### config.mk
export PLATFORM = sky130hd
export DESIGN_NAME = rwmf_queue
export DESIGN_NICKNAME = d
export VERILOG_FILES = /design/src/sv/rwmf_pkg.sv /design/src/sv/rwmf_queue.sv
export SDC_FILE = /design/constraint.sdc
export NUM_CORES = 2
export LEC_CHECK = 0
export BUFFER_PORTS_ARGS = -buffer_cell sky130_fd_sc_hd__buf_2
export CORE_AREA = 2 2 298 418
export DETAILED_ROUTE_END_ITERATION = 7
export DIE_AREA = 0 0 300 420
export PLACE_DENSITY = 0.83
export SLEW_MARGIN = 20
export SYNTH_ARGS = -nofsm -noshare
export SYNTH_HDL_FRONTEND = slang
export SYNTH_SLANG_ARGS = --single-unit
### constraint.sdc
create_clock -name clk -period 15.4 [get_ports clk]
set_input_delay 0.77 -clock clk [delete_from_list [all_inputs] [get_ports clk]]
set_output_delay 0.77 -clock clk [all_outputs]
set_load 0.02 [all_outputs]
### src/sv/rwmf_pkg.sv
// shared types, constants and compare helpers for the rgb window median filter
package rwmf_pkg;

	localparam int PIX_W   = 24;
	localparam int ROW_W   = 13;
	localparam int WIN_N   = 9;
	localparam int BANKS   = 4;
	localparam int QDEPTH  = 8;
	localparam int QAW     = 3;
	localparam int QCW     = 4;

	typedef enum logic [1:0] {
		REG_FRAME_WIDTH   = 2'd0,
		REG_FRAME_HEIGHT  = 2'd1,
		REG_WINDOW_RADIUS = 2'd2
	} reg_idx_t;

	typedef logic [PIX_W-1:0] pixel_t;
	typedef logic [1:0] bank_t;

	typedef struct packed {
		logic [11:0] frame_width;
		logic [12:0] frame_height;
		logic        window_radius;
	} cfg_t;

	typedef struct packed {
		pixel_t [WIN_N-1:0] px;
		logic               last;
	} win_t;

	// ascending, element 0 is the smallest
	function automatic logic [2:0][7:0] sort3(input logic [7:0] a, input logic [7:0] b,
			input logic [7:0] c);
		logic [7:0] x, y, z, t;
		x = a;
		y = b;
		z = c;
		if (x > y) begin
			t = x; x = y; y = t;
		end
		if (y > z) begin
			t = y; y = z; z = t;
		end
		if (x > y) begin
			t = x; x = y; y = t;
		end
		return {z, y, x};
	endfunction

	function automatic logic [7:0] max3(input logic [7:0] a, input logic [7:0] b,
			input logic [7:0] c);
		logic [2:0][7:0] s;
		s = sort3(a, b, c);
		return s[2];
	endfunction

	function automatic logic [7:0] min3(input logic [7:0] a, input logic [7:0] b,
			input logic [7:0] c);
		logic [2:0][7:0] s;
		s = sort3(a, b, c);
		return s[0];
	endfunction

	function automatic logic [7:0] med3(input logic [7:0] a, input logic [7:0] b,
			input logic [7:0] c);
		logic [2:0][7:0] s;
		s = sort3(a, b, c);
		return s[1];
	endfunction

endpackage

### src/sv/rwmf_queue.sv
// small window queue between front end and median back end
module rwmf_queue (
	input  logic                      clk,
	input  logic                      arst_n,
	input  logic                      push,
	input  rwmf_pkg::win_t            din,
	input  logic                      pop,
	output logic                      not_empty,
	output rwmf_pkg::win_t            dout,
	output logic [rwmf_pkg::QCW-1:0]  count
);

	rwmf_pkg::win_t            buf_q [rwmf_pkg::QDEPTH];
	logic [rwmf_pkg::QAW-1:0]  wp_q, rp_q;
	logic [rwmf_pkg::QCW-1:0]  cnt_q;
	logic                      do_pop;

	assign not_empty = cnt_q != '0;
	assign do_pop    = pop && not_empty;
	assign dout      = buf_q[rp_q];
	assign count     = cnt_q;

	always_ff @(posedge clk) begin
		if (push) begin
			buf_q[wp_q] <= din;
		end
	end

	always_ff @(posedge clk or negedge arst_n) begin
		if (!arst_n) begin
			wp_q  <= '0;
			rp_q  <= '0;
			cnt_q <= '0;
		end else begin
			if (push) begin
				wp_q <= wp_q + rwmf_pkg::QAW'(1);
			end
			if (do_pop) begin
				rp_q <= rp_q + rwmf_pkg::QAW'(1);
			end
			cnt_q <= cnt_q + rwmf_pkg::QCW'(push) - rwmf_pkg::QCW'(do_pop);
		end
	end

endmodule

# Word level (Yosys, flattened, before mapping)
# Memory sizes are Yosys's and may differ from the RTL's.
# Index checks and enable logic that the tools add are counted.
# op_classes
muxes,2
add_sub_neg,4
n_reduce_logical,2
# ops
cell,n
"adder 3 x 1 -> 3 bit, second input constant",2
adder 4 x 1 -> 4 bit,1
nonzero test 4 bit,1
subtractor 4 x 1 -> 4 bit,1
two-way mux 1 bit,2
logical AND 1 bit,1
# totals
ram_bits,1736
reg_bits,10
elab_cells,12
mem_count,1
output_inout_bits,222
# memory_table
memory,words,word_bits,rd,rd_clocked_by_memory_dff,wr,line_no,text
buf_q,8,217,1,0,1,rwmf_queue.sv:13,rwmf_pkg::win_t buf_q [rwmf_pkg::QDEPTH];

# Logic depth before layout (Yosys ltp)
# logic_depth
word_depth,3
ltp_mapped,11

# Worst setup path before layout
# Ideal clock, no wire load.
# synth_timing
kind,in2reg
from,input port push
to,"memory buf_q[0][0] (netlist bit), enable pin"
stages,2
setup_time_ns,1.060
slack_ns,-1.128
path_buffers,0
t_required_ns,14.340
arrival_time_ns,15.468
cell_sequence,nand2b_1 > nor3_1
# synth_via
elab_chain_len,2
# synth_lines
element,line_no,text
start: declaration,rwmf_queue.sv:5,"input logic push,"
two-way mux 1 bit,rwmf_queue.sv:24,if (push) begin
two-way mux 1 bit (not written as such),rwmf_queue.sv:25,buf_q[wp_q] <= din;
end: declaration,rwmf_queue.sv:13,
# No other way between the ends.

==> metrics.md <==
| Metric | Value |
|---|---|
| Run status | finished, final reports clean |
| Post-synth cell types | 21 |
| Max-Cap Viols | 0 |
| Vias/cell | 6.01 |
| Layout Skew | 0.0288 ns |
| Pre-antenna DRT Iters | 5 |
| Yosys top cell area share | 79.5% |
| Setup violators final | 0 |
| CTS Buf Count | 156 |
| # IOs | 443 |
| Slowest Stage Delay on Critical Path | 0.84 ns |
| Port Buffer Count | 442 |
| Most used DFF post-synth | edfxtp_1 |
| DRC Markers | 0 |
| Pwr per Cell Area | 197 nW/um^2 |
| Root buf cell | clkbuf_16 |
| Initial Util | 53.7% |
| Post-synthesis async set-or-reset flop share | 0.573% |
| WL final | 139 mm |
| Clock transition at path regs | 0.07 ns |
| Flops & latches, synth | 1746 |
| Layout cell share with drive strength beyond 1 | 43.1% |
| H-Tree Depth | 4 |
| Mapped Area | 65500 um^2 |
| # rows | 152 |
| Longest Clk Path Bufs | 3 |
| Final GP Congestion | 0.742 |
| CP Buf/Inv Count | 4 |
| Critical path class | reg -> out |
| Vias in the first global route | 30.8k |
| Mapped Cells | 2562 |
| First-pass GRT wire length | 204 mm |
| Tcrit/Tclk final | 38.2% |
| Crit start category | register |
| Worst slew margin | 24.0% |
| Post-DP HPWL | 74.3 mm |
| Dominant cell type by area after synthesis | edfxtp_1 |
| Antenna Nets Post-Route | 0 |
| Drt wl/cell | 28.7 um |
| RSZ-0062 raised after global routing | no |
| Peak Freq | 0.170 GHz |
| Critical path fanouts, max | 111 |
| Commonest non-fill, non-tap cell in the layout | edfxtp_1 |
| Placeable Area | 122000 um^2 |
| Mean Syn Cell Area | 25.6 um^2 |
| Delay-heaviest family, CP | buffers and inverters |
| Endpoints failing hold | 0 |
| WP data required | 14.63 ns |
| Clock Latency Late Sink | 0.80 ns |
| Finished Core Util | 61.2% |
| Leakage power | 24.1 nW |
| Ys Warns | 0 |
| Die Width | 300 um |
| TritonCTS clock tree | yes |
| Synth area leaders | edfxtp_1 (80%), mux4_2 (15%), mux2_2 (3.8%) |
| Worst path cell trace | buf_12 -> buf_4 -> buf_6 -> mux4_2 -> mux2_2 -> buf_2 |
| Area Overhead vs Synth | 14.0% |
| Die Ht | 420 um |
| Iter 0 DRT Violations | 2764 |
| Number of synthesized flops with an enable pin | 1736 |
| Tmin final | 5.89 ns |
| GRT overflow | 0 |
| Pin count of the biggest net entering global routing | 151 |
| Measured slew at the worst slew-check pin | 1.14 ns |
| Post-synthesis net count | 2791 |
| # Post-CTS Setup Buffers | 0 |
| FF-to-FF setup slack | 11.50 ns |
| CP Capture Type | primary output |
| Setup TNS | 0 ns |
| Register area share after synthesis | 79.9% |
| TritonCTS Sinks | 1746 |
| Die ar. | 126000 um^2 |
| Worst VDD drop | 217 uV |
| Routed via count | 29.1k |
| Initial antenna violation count | 29 |
| Max-slew violation count | 0 |
| Hold Crit Class | in -> reg |
| Crit path DAT | 5.12 ns |
| Slowest cell on the critical path | dfrtp_4 |
| Total Nets Final | 3319 |
| Total Routing Usage GR | 22.3% |
| Most frequent cells in the layout | edfxtp_1 (1736), buf_2 (442), mux4_2 (434) |
-- worst reg2reg max path, delay by kind of cell (launching register included) --
family                 cells  cell delay (ns)
buffers and inverters      2             1.79
DFF                        1             0.56
and+or+nand+nor            2             1.11
-- where the power goes --
group | internal [mW] | total (mW) | leakage (nW) | switching [mW]
Clock | 2.11 | 3.80 | 2.43 | 1.69
Combinational | 2.02 | 4.73 | 5.80 | 2.71
Sequential | 5.97 | 6.19 | 15.9 | 0.224
-- cells by family (layout without fill, tap and decap cells) --
group / Yosys count / count (layout) / share of synthesized area (%)
flip-flops: 1746 / 1746 / 79.9
buffers and inverters: 130 / 779 / 1.02
AO/OA/AOI/OAI: 2 / 2 / 0.0191
AND/OR/NAND/NOR: 17 / 17 / 0.122
other: 0 / 16 / 0
adder cells (fa/ha/maj): 8 / 8 / 0.164
multiplexers: 653 / 653 / 18.7
XOR/XNOR: 6 / 6 / 0.0802
-- registers in the layout, indices dropped and copies added (netlist names) --
signal and cells:
buf_q 1736, count 4, rp_q 3, wp_q 3
-- synth_stat cells, types with 3 or more instances --
cell and number:
mux2_2 219, buf_1 17, xnor2_1 4, edfxtp_1 1736, nand2_1 4, mux4_2 434, buf_2 36, nand2b_1 3
ha_1 7, dfrtp_1 10, nor2_1 6, buf_6 18, inv_1 9, clkbuf_1 50
-- layer usage --
layer  track usage [%]  vias to the layer above  part of all wire [%]
met5                 0                        -                  0.14
met4              7.89                       26                   2.5
met3              5.44                      230                   7.9
met2              38.3                     1222                    53
met1              27.8                    15506                    36
li1                  -                    12118                     -
-- what timing repair did --
item	in CTS	in global routing
hold endpoints to repair	10	0
resized for setup	0	0
hold buffers	1	0
-- path summary, 6_finish.rpt --
path,start,to,cells past startpoint
worst max register to register,wp_q[0],buf_q[5][137],4
worst min-delay path,push,wp_q[0],2
max in group asynchronous,arst_n,rp_q[2],2
min in group asynchronous,arst_n,rp_q[0],2
worst max-delay path,rp_q[0],dout[159],6
worst min register to register,wp_q[1],wp_q[1],1
-- layout make-up --
type / instances / area, um^2
inverters: 9 / 33.8
fillers: 7887 / 47400
multi-input cells: 686 / 12600
diodes: 16 / 40.0
clock buffers: 183 / 4080
repair buffers: 491 / 2670
clock inverters: 96 / 908
flip-flops and latches: 1746 / 52400
well taps: 1617 / 2020
-- per-stage QoR --
step / total power, mW / instances / worst slack, ns / instance area (um^2) / hold WS, ns
global placement: 10.9 / 4547 / 9.98 / 69600 / 0.541
detailed placement: 11.0 / 4547 / 9.94 / 69600 / 0.550
CTS: 14.9 / 4827 / 9.03 / 74600 / 0.166
global route: 15.3 / 4838 / 9.05 / 74700 / 0.209
finish: 14.7 / 4844 / 9.51 / 74700 / 0.230
floorplan: 9.75 / 2562 / 4.70 / 65600 / 0.474
Note: power is estimated with default switching activity, not from simulation.
