## config.mk

```make
export PLATFORM = sky130hd
export DESIGN_NAME = rwmf_median
export DESIGN_NICKNAME = d
export VERILOG_FILES = /design/src/sv/rwmf_pkg.sv /design/src/sv/rwmf_median.sv
export SDC_FILE = /design/constraint.sdc
export NUM_CORES = 1
export LEC_CHECK = 0
export ABC_CLOCK_PERIOD_IN_PS = 18600
export BUFFER_PORTS_ARGS = -buffer_cell sky130_fd_sc_hd__buf_2
export CORE_MARGIN = 4
export CORE_UTILIZATION = 65
export CTS_CLUSTER_DIAMETER = 100
export CTS_CLUSTER_SIZE = 10
export DETAILED_ROUTE_END_ITERATION = 10
export PLACE_DENSITY = 0.85
export SLEW_MARGIN = 20
export SYNTH_ARGS = -nofsm -noshare
export SYNTH_HDL_FRONTEND = slang
export SYNTH_SLANG_ARGS = --single-unit
```

## constraint.sdc

```tcl
create_clock -name clk -period 18.6 [get_ports clk]
set_input_delay 3.72 -clock clk [delete_from_list [all_inputs] [get_ports clk]]
set_output_delay 3.72 -clock clk [all_outputs]
set_load 0.005 [all_outputs]
```

## src/sv/rwmf_pkg.sv

```systemverilog
// shared types, constants and compare helpers for the rgb window median filter
package rwmf_pkg;

	localparam int PIX_W   = 24;
	localparam int ROW_W   = 13;
	localparam int WIN_N   = 9;
	localparam int BANKS   = 4;
	localparam int QDEPTH  = 8;
	localparam int QAW     = 3;
	localparam int QCW     = 4;

	typedef enum logic [1:0] {
		REG_FRAME_WIDTH   = 2'd0,
		REG_FRAME_HEIGHT  = 2'd1,
		REG_WINDOW_RADIUS = 2'd2
	} reg_idx_t;

	typedef logic [PIX_W-1:0] pixel_t;
	typedef logic [1:0] bank_t;

	typedef struct packed {
		logic [11:0] frame_width;
		logic [12:0] frame_height;
		logic        window_radius;
	} cfg_t;

	typedef struct packed {
		pixel_t [WIN_N-1:0] px;
		logic               last;
	} win_t;

	// ascending, element 0 is the smallest
	function automatic logic [2:0][7:0] sort3(input logic [7:0] a, input logic [7:0] b,
			input logic [7:0] c);
		logic [7:0] x, y, z, t;
		x = a;
		y = b;
		z = c;
		if (x > y) begin
			t = x; x = y; y = t;
		end
		if (y > z) begin
			t = y; y = z; z = t;
		end
		if (x > y) begin
			t = x; x = y; y = t;
		end
		return {z, y, x};
	endfunction

	function automatic logic [7:0] max3(input logic [7:0] a, input logic [7:0] b,
			input logic [7:0] c);
		logic [2:0][7:0] s;
		s = sort3(a, b, c);
		return s[2];
	endfunction

	function automatic logic [7:0] min3(input logic [7:0] a, input logic [7:0] b,
			input logic [7:0] c);
		logic [2:0][7:0] s;
		s = sort3(a, b, c);
		return s[0];
	endfunction

	function automatic logic [7:0] med3(input logic [7:0] a, input logic [7:0] b,
			input logic [7:0] c);
		logic [2:0][7:0] s;
		s = sort3(a, b, c);
		return s[1];
	endfunction

endpackage

```

## src/sv/rwmf_median.sv

```systemverilog
// back end: per-channel median of nine, pipelined, with output register
module rwmf_median (
	input  logic             clk,
	input  logic             arst_n,
	input  logic             in_valid,
	output logic             in_ready,
	input  rwmf_pkg::win_t   win,
	output logic             out_valid,
	input  logic             out_ready,
	output logic [23:0]      out_data,
	output logic             out_last
);

	logic                      v1_s1, v2_s2, last_s1, last_s2;
	logic [2:0][2:0][2:0][7:0] srt_s1;
	logic [2:0][2:0][7:0]      lmh_s2;
	logic                      rdy1, rdy2, rdy3;

	assign rdy3     = !out_valid || out_ready;
	assign rdy2     = !v2_s2 || rdy3;
	assign rdy1     = !v1_s1 || rdy2;
	assign in_ready = rdy1;

	always_ff @(posedge clk or negedge arst_n) begin
		if (!arst_n) begin
			v1_s1     <= 1'b0;
			v2_s2     <= 1'b0;
			out_valid <= 1'b0;
		end else begin
			if (rdy1) v1_s1 <= in_valid;
			if (rdy2) v2_s2 <= v1_s1;
			if (rdy3) out_valid <= v2_s2;
		end
	end

	// sort each group of three, then diagonal of the sorted groups
	always_ff @(posedge clk) begin
		if (rdy1 && in_valid) begin
			last_s1 <= win.last;
			for (int c = 0; c < 3; c++) begin
				for (int g = 0; g < 3; g++) begin
					srt_s1[c][g] <= rwmf_pkg::sort3(win.px[3*g][8*c +: 8],
						win.px[3*g+1][8*c +: 8], win.px[3*g+2][8*c +: 8]);
				end
			end
		end
		if (rdy2 && v1_s1) begin
			last_s2 <= last_s1;
			for (int c = 0; c < 3; c++) begin
				lmh_s2[c][0] <= rwmf_pkg::max3(srt_s1[c][0][0], srt_s1[c][1][0], srt_s1[c][2][0]);
				lmh_s2[c][1] <= rwmf_pkg::med3(srt_s1[c][0][1], srt_s1[c][1][1], srt_s1[c][2][1]);
				lmh_s2[c][2] <= rwmf_pkg::min3(srt_s1[c][0][2], srt_s1[c][1][2], srt_s1[c][2][2]);
			end
		end
		if (rdy3 && v2_s2) begin
			out_last <= last_s2;
			for (int c = 0; c < 3; c++) begin
				out_data[8*c +: 8] <= rwmf_pkg::med3(lmh_s2[c][0], lmh_s2[c][1], lmh_s2[c][2]);
			end
		end
	end

endmodule

```

==> Yosys cells after proc, flatten, opt, wreduce, memory -nomap -nowiden <==
Index checks and enable logic that the tools add are counted.
{ "word_totals": {"regBits": 318, "output_inout_bits": 27, "wordCells": 265} }
{ "op_classes": {"order_cmp": 60, "muxes": 153, "n_reduce_logical": 9} }
{ "ops": {"columns": ["op", "n"], "rows": [
  ["8-bit two-way mux", 153],
  ["8-bit > comparator", 60],
  ["1-bit logical AND", 3],
  ["1-bit zero test", 3],
  ["1-bit logical OR", 3]
]} }

==> Depth between registers and ports, before layout <==
Gate-level depths: netlist (run 1).
{ "logic_depth": {"depth_word": 11, "mapped_depth": 27} }

==> Worst setup path after synthesis (run 1) <==
OpenSTA, ideal clock, no wires.
{ "synth_path": {"path_kind": "input to register", "startpoint": "in out_ready", "endpoint": "reg last_s1 (enable)", "t_arrival_ns": 8.867, "required_ns": 17.994, "slack_ns": 9.127, "cell_stages": 3, "n_path_buf": 0, "cell_sequence": "nor2b_1 nand3_1 and2_1"} }
{ "synth_between": {"elab_chain_cells": 4} }
{ "synth_rtl": {"columns": ["item", "line_no", "text"], "rows": [
  ["from (decl)", "rwmf_median.sv:9", "input logic out_ready,"],
  ["1-bit logical OR", "rwmf_median.sv:19", "assign rdy3 = !out_valid || out_ready;"],
  ["1-bit logical OR", "rwmf_median.sv:20", "assign rdy2 = !v2_s2 || rdy3;"],
  ["1-bit logical OR", "rwmf_median.sv:21", "assign rdy1 = !v1_s1 || rdy2;"],
  ["named net in_ready", "rwmf_median.sv:6", "output logic in_ready,"],
  ["1-bit logical AND", "rwmf_median.sv:38", "if (rdy1 && in_valid) begin"],
  ["to (signal assigned)", "rwmf_median.sv:39", "last_s1 <= win.last;"],
  ["to (decl)", "rwmf_median.sv:14", "logic v1_s1, v2_s2, last_s1, last_s2;"]
]} }
The timed path passes the listed nets, and every way through them passes these cells.
A chain may end at the register's enable or synchronous reset.

==> Worst setup path in the final report (run 1) <==
{ "layout_path": {"startpoint": "in win[106] in the netlist's numbering", "endpoint": "reg srt_s1[106] in the netlist's numbering (data pin)"} }
{ "layout_between": {"elab_chain_cells": 8, "elab_cells_between_ends": 10} }
{ "layout_rtl": {"columns": ["item", "line_no", "text"], "rows": [
  ["from (decl)", "rwmf_median.sv:7", "input rwmf_pkg::win_t win,"],
  ["8-bit > comparator", "rwmf_pkg.sv:39", "if (x > y) begin"],
  ["8-bit two-way mux", "rwmf_pkg.sv:39", null],
  ["8-bit two-way mux", "rwmf_median.sv:38", null],
  ["8-bit > comparator", "rwmf_pkg.sv:42", "if (y > z) begin"],
  ["8-bit two-way mux", "rwmf_pkg.sv:42", null],
  ["8-bit two-way mux", "rwmf_median.sv:38", null],
  ["8-bit > comparator", "rwmf_pkg.sv:45", "if (x > y) begin"],
  ["8-bit two-way mux (*)", "rwmf_pkg.sv:45", null],
  ["to (signal, indexed assignment)", "rwmf_median.sv:42", "srt_s1[c][g] <= rwmf_pkg::sort3(win.px[3*g][8*c +: 8],"],
  ["to (decl)", "rwmf_median.sv:15", "logic [2:0][2:0][2:0][7:0] srt_s1;"]
]} }
Mark *: on every way between the ends. The rest lies on a longest branch, timed or not. The select of a mux whose other input is x is not followed.

==> results.yml, run 1 <==
run_status:
  status: "complete, no violations"
timing:
  tns_ns: 0
  holdWs_ns: 0.4367
  worst_pin_slew_ns: 1.112
  fmax_mhz: 113.6
  final_max_slew_viol_count: 0
  setup_violations: 0
  post-route-period-util_pct: 47.34
  final.setup.worst_slack_ns: 9.795
  slew_headroom_pct: 25.89
  fin_crit_ns: 8.805
  report.final.hold_viol_count: 0
  fin_skew_ns: 0.03255
  rsz0062_at_grt: "no"
floorplanning:
  die_w_microns: 228.4
  die_h_microns: 228.4
  core_area_sq_mm: 0.04785
  ios: 248
  dieArea_sq_mm: 0.05215
  rows: 80
  initial_core_util_pct: 65.97
synthesis:
  synth_top_area_share_pct: 29.97
  syn_avg_cell_area_sq_um: 9.447
  yosysMostFrequentCell: "ha_1"
  ys_seq_area_share_pct: 30.21
  ys_seq_elements: 318
  yosysWarnings: 0
  synth_edf_count: 315
  synth_top_area_cell: "edfxtp_1"
  ys.flop_type: "edfxtp_1"
  async_reset_ff_share_pct: 0.9434
  netlist_area_sq_mm: 0.03156
  synth.distinct_cells: 64
  syn-num-nets: 4042
  synthTopCellsByArea: "edfxtp_1 30%, ha_1 19%, mux2_2 5.5%"
  ys_top_cells_by_count: "480 x ha_1, 337 x inv_1, 334 x nand2_1"
  synthCells: 3341
place:
  io_buffer_count: 247
  gp_congestion: 0.9777
  dpl_worst_slack_ns: 8.991
  post-dp-hpwl_microns: 65720
clocking:
  clkSinkCount: 318
  cts_root_buf: "clkbuf_16"
  postCtsHoldBufs: 0
  cts.path.max_buffers: 3
  cts_setup_buffers: 0
  clk_latency_ns: 0.56
  cts_tree: "built"
  numCtsBuffers: 37
  clk_pin_slew_worst_paths_ns: 0.07
  cts-resized-gates: 0
  htreeDepth: 2
drt:
  wire_per_inst_microns: 20.02
  viasPerCell: 6.567
  remaining_drc_errors: 0
  routed_wl_microns: 83640
  drt-pass1-iter-count: 6
  ant_nets: 0
  via_count: 27439
  first_iter_violations: 2739
grt:
  antenna_found_initial: 10
  grt_start_max_net_pins: 75
  grt_pass1_wl_microns: 133100
  grt.overflow.total: 0
  grt_pass1_vias: 25856
  grt_use_total_pct: 30.78
hold_path:
  min_path_type: "flip-flop to flip-flop"
  hold_depth: 0
final_layout:
  area_growth_pct: 8.661
  finalNetCount: 4247
  drive_gt1_share_pct: 18.85
worst_setup_path:
  worstSetupStartpoint: "win[106]"
  critPathBufInv: 4
  crit_required_ns: 19.01
  cp-endpoint: "srt_s1[106]"
  critical_path.cell_chain: "buf_2 > inv_1 > ha_1 > nor2b_1 > o211ai_1 > a21oi_1 > o22ai_2 > buf_4 > mux2_2 > ha_1 > and4b_1 > a211oi_1 > o21ai_1 > and2_1 > buf_4 > o21ai_0 > ha_1 > nand4_1 > o21ai_0 > and2_1 > nor2_1 > a21oi_2 > o221a_2"
  cp_top_family: "simple AND/OR/NAND/NOR gates"
  regToRegSetupSlack_ns: 12.38
  arrival_ns: 9.22
  worst_r2r_path_depth: 20
  critPathMaxStageDelay_ns: 0.64
  critPathSlowestCell: "and2_1"
  reg2reg_to: "out_data[15]"
  r2r_start: "lmh_s2[33]"
  criticalPathCategory: "primary input to flip-flop"
  cp-start-kind: "primary input"
  crit_top_cell: "ha_1"
  crit_path_end_kind: "flip-flop"
  cp_num_cells: 23
  crit_fanout: 30
pwr:
  irDropWorstVdd_mv: 0.1305
  p_per_area_mw_per_mm2: 175.2
  leakagePower_nw: 15.29
  power_mw: 6.010
run:
  maxCapViolCount: 0
state kept, by name, summed over array words and instances, names as in the netlist:
name       cells
lmh_s2        72
out_valid      1
out_data      24
last_s2        1
out_last       1
v2_s2          1
last_s1        1
v1_s1          1
srt_s1       216
cells in the final DEF, fill, tap and decap left out, drive strengths merged, types with 5 or more instances in the layout:
cell type and count:
nand4 113, nor2b 57, or2 11, nand3 18, ha 480, o211ai 47
nor3 19, o221a 120, inv 338, and2 19, o21ai 313, clkbuf 46
o21a 18, edfxtp 315, o22ai 104, nand2 335, mux2 154, a211o 7
a31oi 65, mux2i 173, buf 270, o22a 5, a211oi 6, nand2b 11
a221oi 11, diode 8, nor2 102, a21o 20, o21bai 62, or3 9
a21oi 277
layer usage:
metal	up-vias	GRT usage [%]	wire, microns
li1	13131	-	-
met1	12783	40.75	34710
met2	1272	51.20	38970
met3	247	4.125	6340
met4	6	12.71	3581
met5	-	0	34
area by class of cell:
class | instances | area, sq um
Timing Repair Buffer | 270 | 1409
Tap cell | 615 | 769.5
Fill cell | 3540 | 13550
Clock inverter | 2 | 12.51
Clock buffer | 46 | 1002
Antenna cell | 8 | 20.02
Multi-Input combinational cell | 2582 | 20290
Inverter | 337 | 1265
Sequential cell | 318 | 9534
worst min-delay path by stage:
stage | startpoint | slack [ns] | end
CTS | last_s2 | 0.45 | out_last
finish | last_s2 | 0.44 | out_last
floorplan | last_s1 | 0.40 | last_s2
detailed placement | last_s1 | 0.43 | last_s2
global placement | last_s1 | 0.40 | last_s2
global route | last_s2 | 0.44 | out_last
metrics by stage:
stage	cells	cell area [sq um]	util, %
global placement	4122	33240	69.46
CTS	4170	34260	71.60
floorplan	3341	31560	-
global route	4177	34300	71.68
finish	4178	34300	71.68
detailed placement	4122	33240	69.48
where the power goes:
part | switching [mW] | total [mW] | leakage [nW] | internal [mW]
Clock | 0.276 | 0.650 | 0.495 | 0.374
Sequential | 0.188 | 1.38 | 3.03 | 1.19
Combinational | 2.28 | 3.98 | 11.8 | 1.69
cell families (layout without fill, tap and decap cells):
family                     Yosys count  after routing  synth area share [%]
muxes                              327            327                 11.56
buffers and inverters              441            655                 5.768
DFF                                318            318                 30.21
other                                0              8                     0
and+or+nand+nor                    711            711                 10.88
adders and majority gates          480            480                 19.03
AOI/OAI and AO/OA                 1064           1064                 22.56
Note: power is estimated with default switching activity, not from simulation.
==> inputs of run 2 (changes only) <==
ABC_AREA = 1   (was unset)
ABC_CLOCK_PERIOD_IN_PS = 8750   (was 18600)
CORE_UTILIZATION = 63   (was 65)
PLACE_DENSITY = 0.83   (was 0.85)
clock period = 8.75 ns   (was 18.6 ns; I/O delays follow)
==> run 2 against run 1 <==
  * Hold slack got worse by 0.028 ns
  * Die area increased by 5.8%
  * Wire length fell by 2.6%
  * Combinational power grew to 2.5 times the previous value
  * Sequential power grew 130%
  * Synthesized area up 2.7%
  * Critical path depth grew 7
  * Via count is 8.1% higher
  * Global-route usage decreased by 2.1 points
==> results.yml, run 2 <==
worst_setup_path:
  critPathSlowestCell: "a21oi_2"
  criticalPathCategory: "primary input to flip-flop"
  regToRegSetupSlack_ns: 3.67
  reg2reg_to: "out_data[8]"
  crit_fanout: 24
  crit_top_cell: "nand2_1"
  crit_path_end_kind: "flip-flop"
  r2r_start: "lmh_s2[35]"
  cp-start-kind: "primary input"
  critPathMaxStageDelay_ns: 0.61
  worst_r2r_path_depth: 33
  critPathBufInv: 6
  crit_required_ns: 9.03
  arrival_ns: 6.51
  cp_top_family: "simple AND/OR/NAND/NOR gates"
drt:
  via_count: 29652
  ant_nets: 0
  drt-pass1-iter-count: 8
  first_iter_violations: 2173
  remaining_drc_errors: 0
  routed_wl_microns: 81450
  viasPerCell: 5.600
  wire_per_inst_microns: 15.38
timing:
  fmax_mhz: 160.3
  worst_pin_slew_ns: 1.031
  post-route-period-util_pct: 71.29
  final_max_slew_viol_count: 0
  report.final.hold_viol_count: 0
  fin_crit_ns: 6.238
  fin_skew_ns: 0.02971
  rsz0062_at_grt: "no"
  slew_headroom_pct: 31.24
  setup_violations: 0
  tns_ns: 0
hold_path:
  hold_path.startpoint: "last_s1"
  min_path_type: "flip-flop to flip-flop"
  whs_endpoint: "last_s2"
  hold_depth: 0
synthesis:
  ys_seq_area_share_pct: 29.40
  synth_top_area_share_pct: 29.17
  yosys.area_share.simple_pct: 34.10
  synth_mux_area_share_pct: 0
  synthCells: 4406
  synth_top_area_cell: "edfxtp_1"
  netlist_area_sq_mm: 0.03242
  synth_top_family_by_area: "simple AND/OR/NAND/NOR gates"
  ys_top_cells_by_count: "1597 x nand2_1, 561 x nand3_1, 519 x inv_1"
  synth_compound_area_share_pct: 9.844
  synth-xor-area-share_pct: 0
  ys_seq_elements: 318
  syn_avg_cell_area_sq_um: 7.359
  syn-num-nets: 5107
  synth.distinct_cells: 32
  async_reset_ff_share_pct: 0.9434
  yosysMostFrequentCell: "nand2_1"
  synth_fa_ha_area_share_pct: 18.52
  synth_edf_count: 315
  synthTopCellsByArea: "edfxtp_1 29%, ha_1 19%, nand2_1 18%"
  ys.flop_type: "edfxtp_1"
  yosysWarnings: 0
grt:
  grt_pass1_wl_microns: 133300
  antenna_found_initial: 4
  grt.overflow.total: 0
  grt_start_max_net_pins: 133
  grt_use_total_pct: 28.64
  grt_pass1_vias: 27609
clocking:
  htreeDepth: 2
  clkSinkCount: 318
  cts.path.max_buffers: 3
  clk_latency_ns: 0.55
  cts_root_buf: "clkbuf_16"
  cts_tree: "built"
  postCtsHoldBufs: 0
  cts_setup_buffers: 0
  numCtsBuffers: 37
  cts-resized-gates: 0
  clk_pin_slew_worst_paths_ns: 0.06
final_layout:
  drive_gt1_share_pct: 11.47
  finalNonFillerCells: 5295
  reg_top3: "srt_s1 (216), lmh_s2 (72), out_data (24)"
  regMostFlops: "srt_s1"
  finalNetCount: 5313
  design_area_sq_mm: 0.03495
  nFillCells: 4317
  final_common_cell: "nand2_1"
  largest_register_ffs: 216
  area_growth_pct: 7.791
  final_cell_mix: "1597 x nand2_1, 561 x nand3_1, 517 x inv_1, 480 x ha_1, 315 x edfxtp_1"
place:
  dpl-instance-area_sq_mm: 0.03391
  io_buffer_count: 247
  gp_congestion: 0.9566
  post-dp-hpwl_microns: 66990
  placedCellCount: 5244
pwr:
  p_per_area_mw_per_mm2: 418.6
  clockPowerShare_pct: 9.5
  leakagePower_nw: 18.71
  p_sw_mw: 7.571
  swShare_pct: 51.75
  p_seq_share_pct: 21.4
  power.internal_mw: 7.058
  irDropWorstVdd_mv: 0.3115
  pwr-share-comb_pct: 69.1
floorplanning:
  initial_core_util_pct: 64.24
  rows: 82
  die_h_microns: 234.9
  core_area_sq_mm: 0.05048
  ios: 248
  dieArea_sq_mm: 0.05516
  die_w_microns: 234.9
run_status:
  status: "complete, no violations"
run:
  maxCapViolCount: 0
-- run 2: cell count changes after synthesis, sizes merged, moves of 53 or more --
| cell | before | now |
|---|---|---|
| nand2 | 335 | 1645 |
| nand3 | 18 | 561 |
| inv | 337 | 534 |
| mux2i | 173 | 0 |
| mux2 | 154 | 0 |
| o221a | 120 | 0 |
| o22ai | 104 | 0 |
| a21oi | 277 | 194 |
| a31oi | 65 | 0 |
| nor2b | 57 | 0 |
| o21ai | 313 | 260 |
| o21bai | 62 | 9 |
-- run 2: area by class of cell --
class,instances,area (sq um),share of cell area (%)
Timing Repair Buffer,251,1286,3.680
Inverter,534,2012,5.756
Clock inverter,2,12.51,0.03580
Clock buffer,45,998.5,2.857
Multi-Input combinational cell,3470,20260,57.97
Antenna cell,3,7.507,0.02148
Tap cell,672,840.8,2.406
Sequential cell,318,9534,27.28
-- run 2: power by group through the flow --
| stage | clock (mW) | sequential, mW | combinational, mW |
|---|---|---|---|
| after floorplan | 0 | 2.99 | 7.83 |
| after global placement | 0 | 3.14 | 9.65 |
| after detailed placement | 0 | 3.15 | 9.96 |
| after CTS | 1.40 | 3.12 | 10.0 |
| after global routing | 1.46 | 3.16 | 11.6 |
| final | 1.38 | 3.13 | 10.1 |
-- run 2: kinds of logic after synthesis --
| group | after synthesis |
|---|---|
| adders and majority gates | 480 |
| buffers and inverters | 618 |
| AOI/OAI and AO/OA | 518 |
| DFF | 318 |
| and+or+nand+nor | 2472 |
-- run 2: how the worst max path moves through the flow --
stage                     startpoint           to  cells past startpoint
after CTS                   win[118]  srt_s1[175]                     29
final                       win[176]   srt_s1[61]                     30
after floorplan            out_ready      last_s1                      6
after global placement       win[32]   srt_s1[11]                     29
after detailed placement    win[118]  srt_s1[176]                     29
after global routing        win[182]  srt_s1[128]                     29
-- run 2: metrics by stage --
step | setup WS [ns] | util, % | hold slack (ns) | total power [mW]
floorplan | 1.912 | - | 0.4003 | 10.82
global placement | 2.087 | 67.17 | 0.4022 | 12.79
detailed placement | 2.069 | 67.17 | 0.4056 | 13.10
CTS | 2.647 | 69.17 | 0.4129 | 14.55
global route | 1.996 | 69.24 | 0.4152 | 16.27
finish | 2.512 | 69.24 | 0.4091 | 14.63
-- run 2: metal layers --
layer  up-vias  wire length (microns)  global-route usage [%]
met5         -                      7                       0
met4         2                   2680                   8.969
met3       176                   5276                   3.881
met2       979                  37000                   47.46
met1     13334                  36490                   39.18
li1      15161                      -                       -
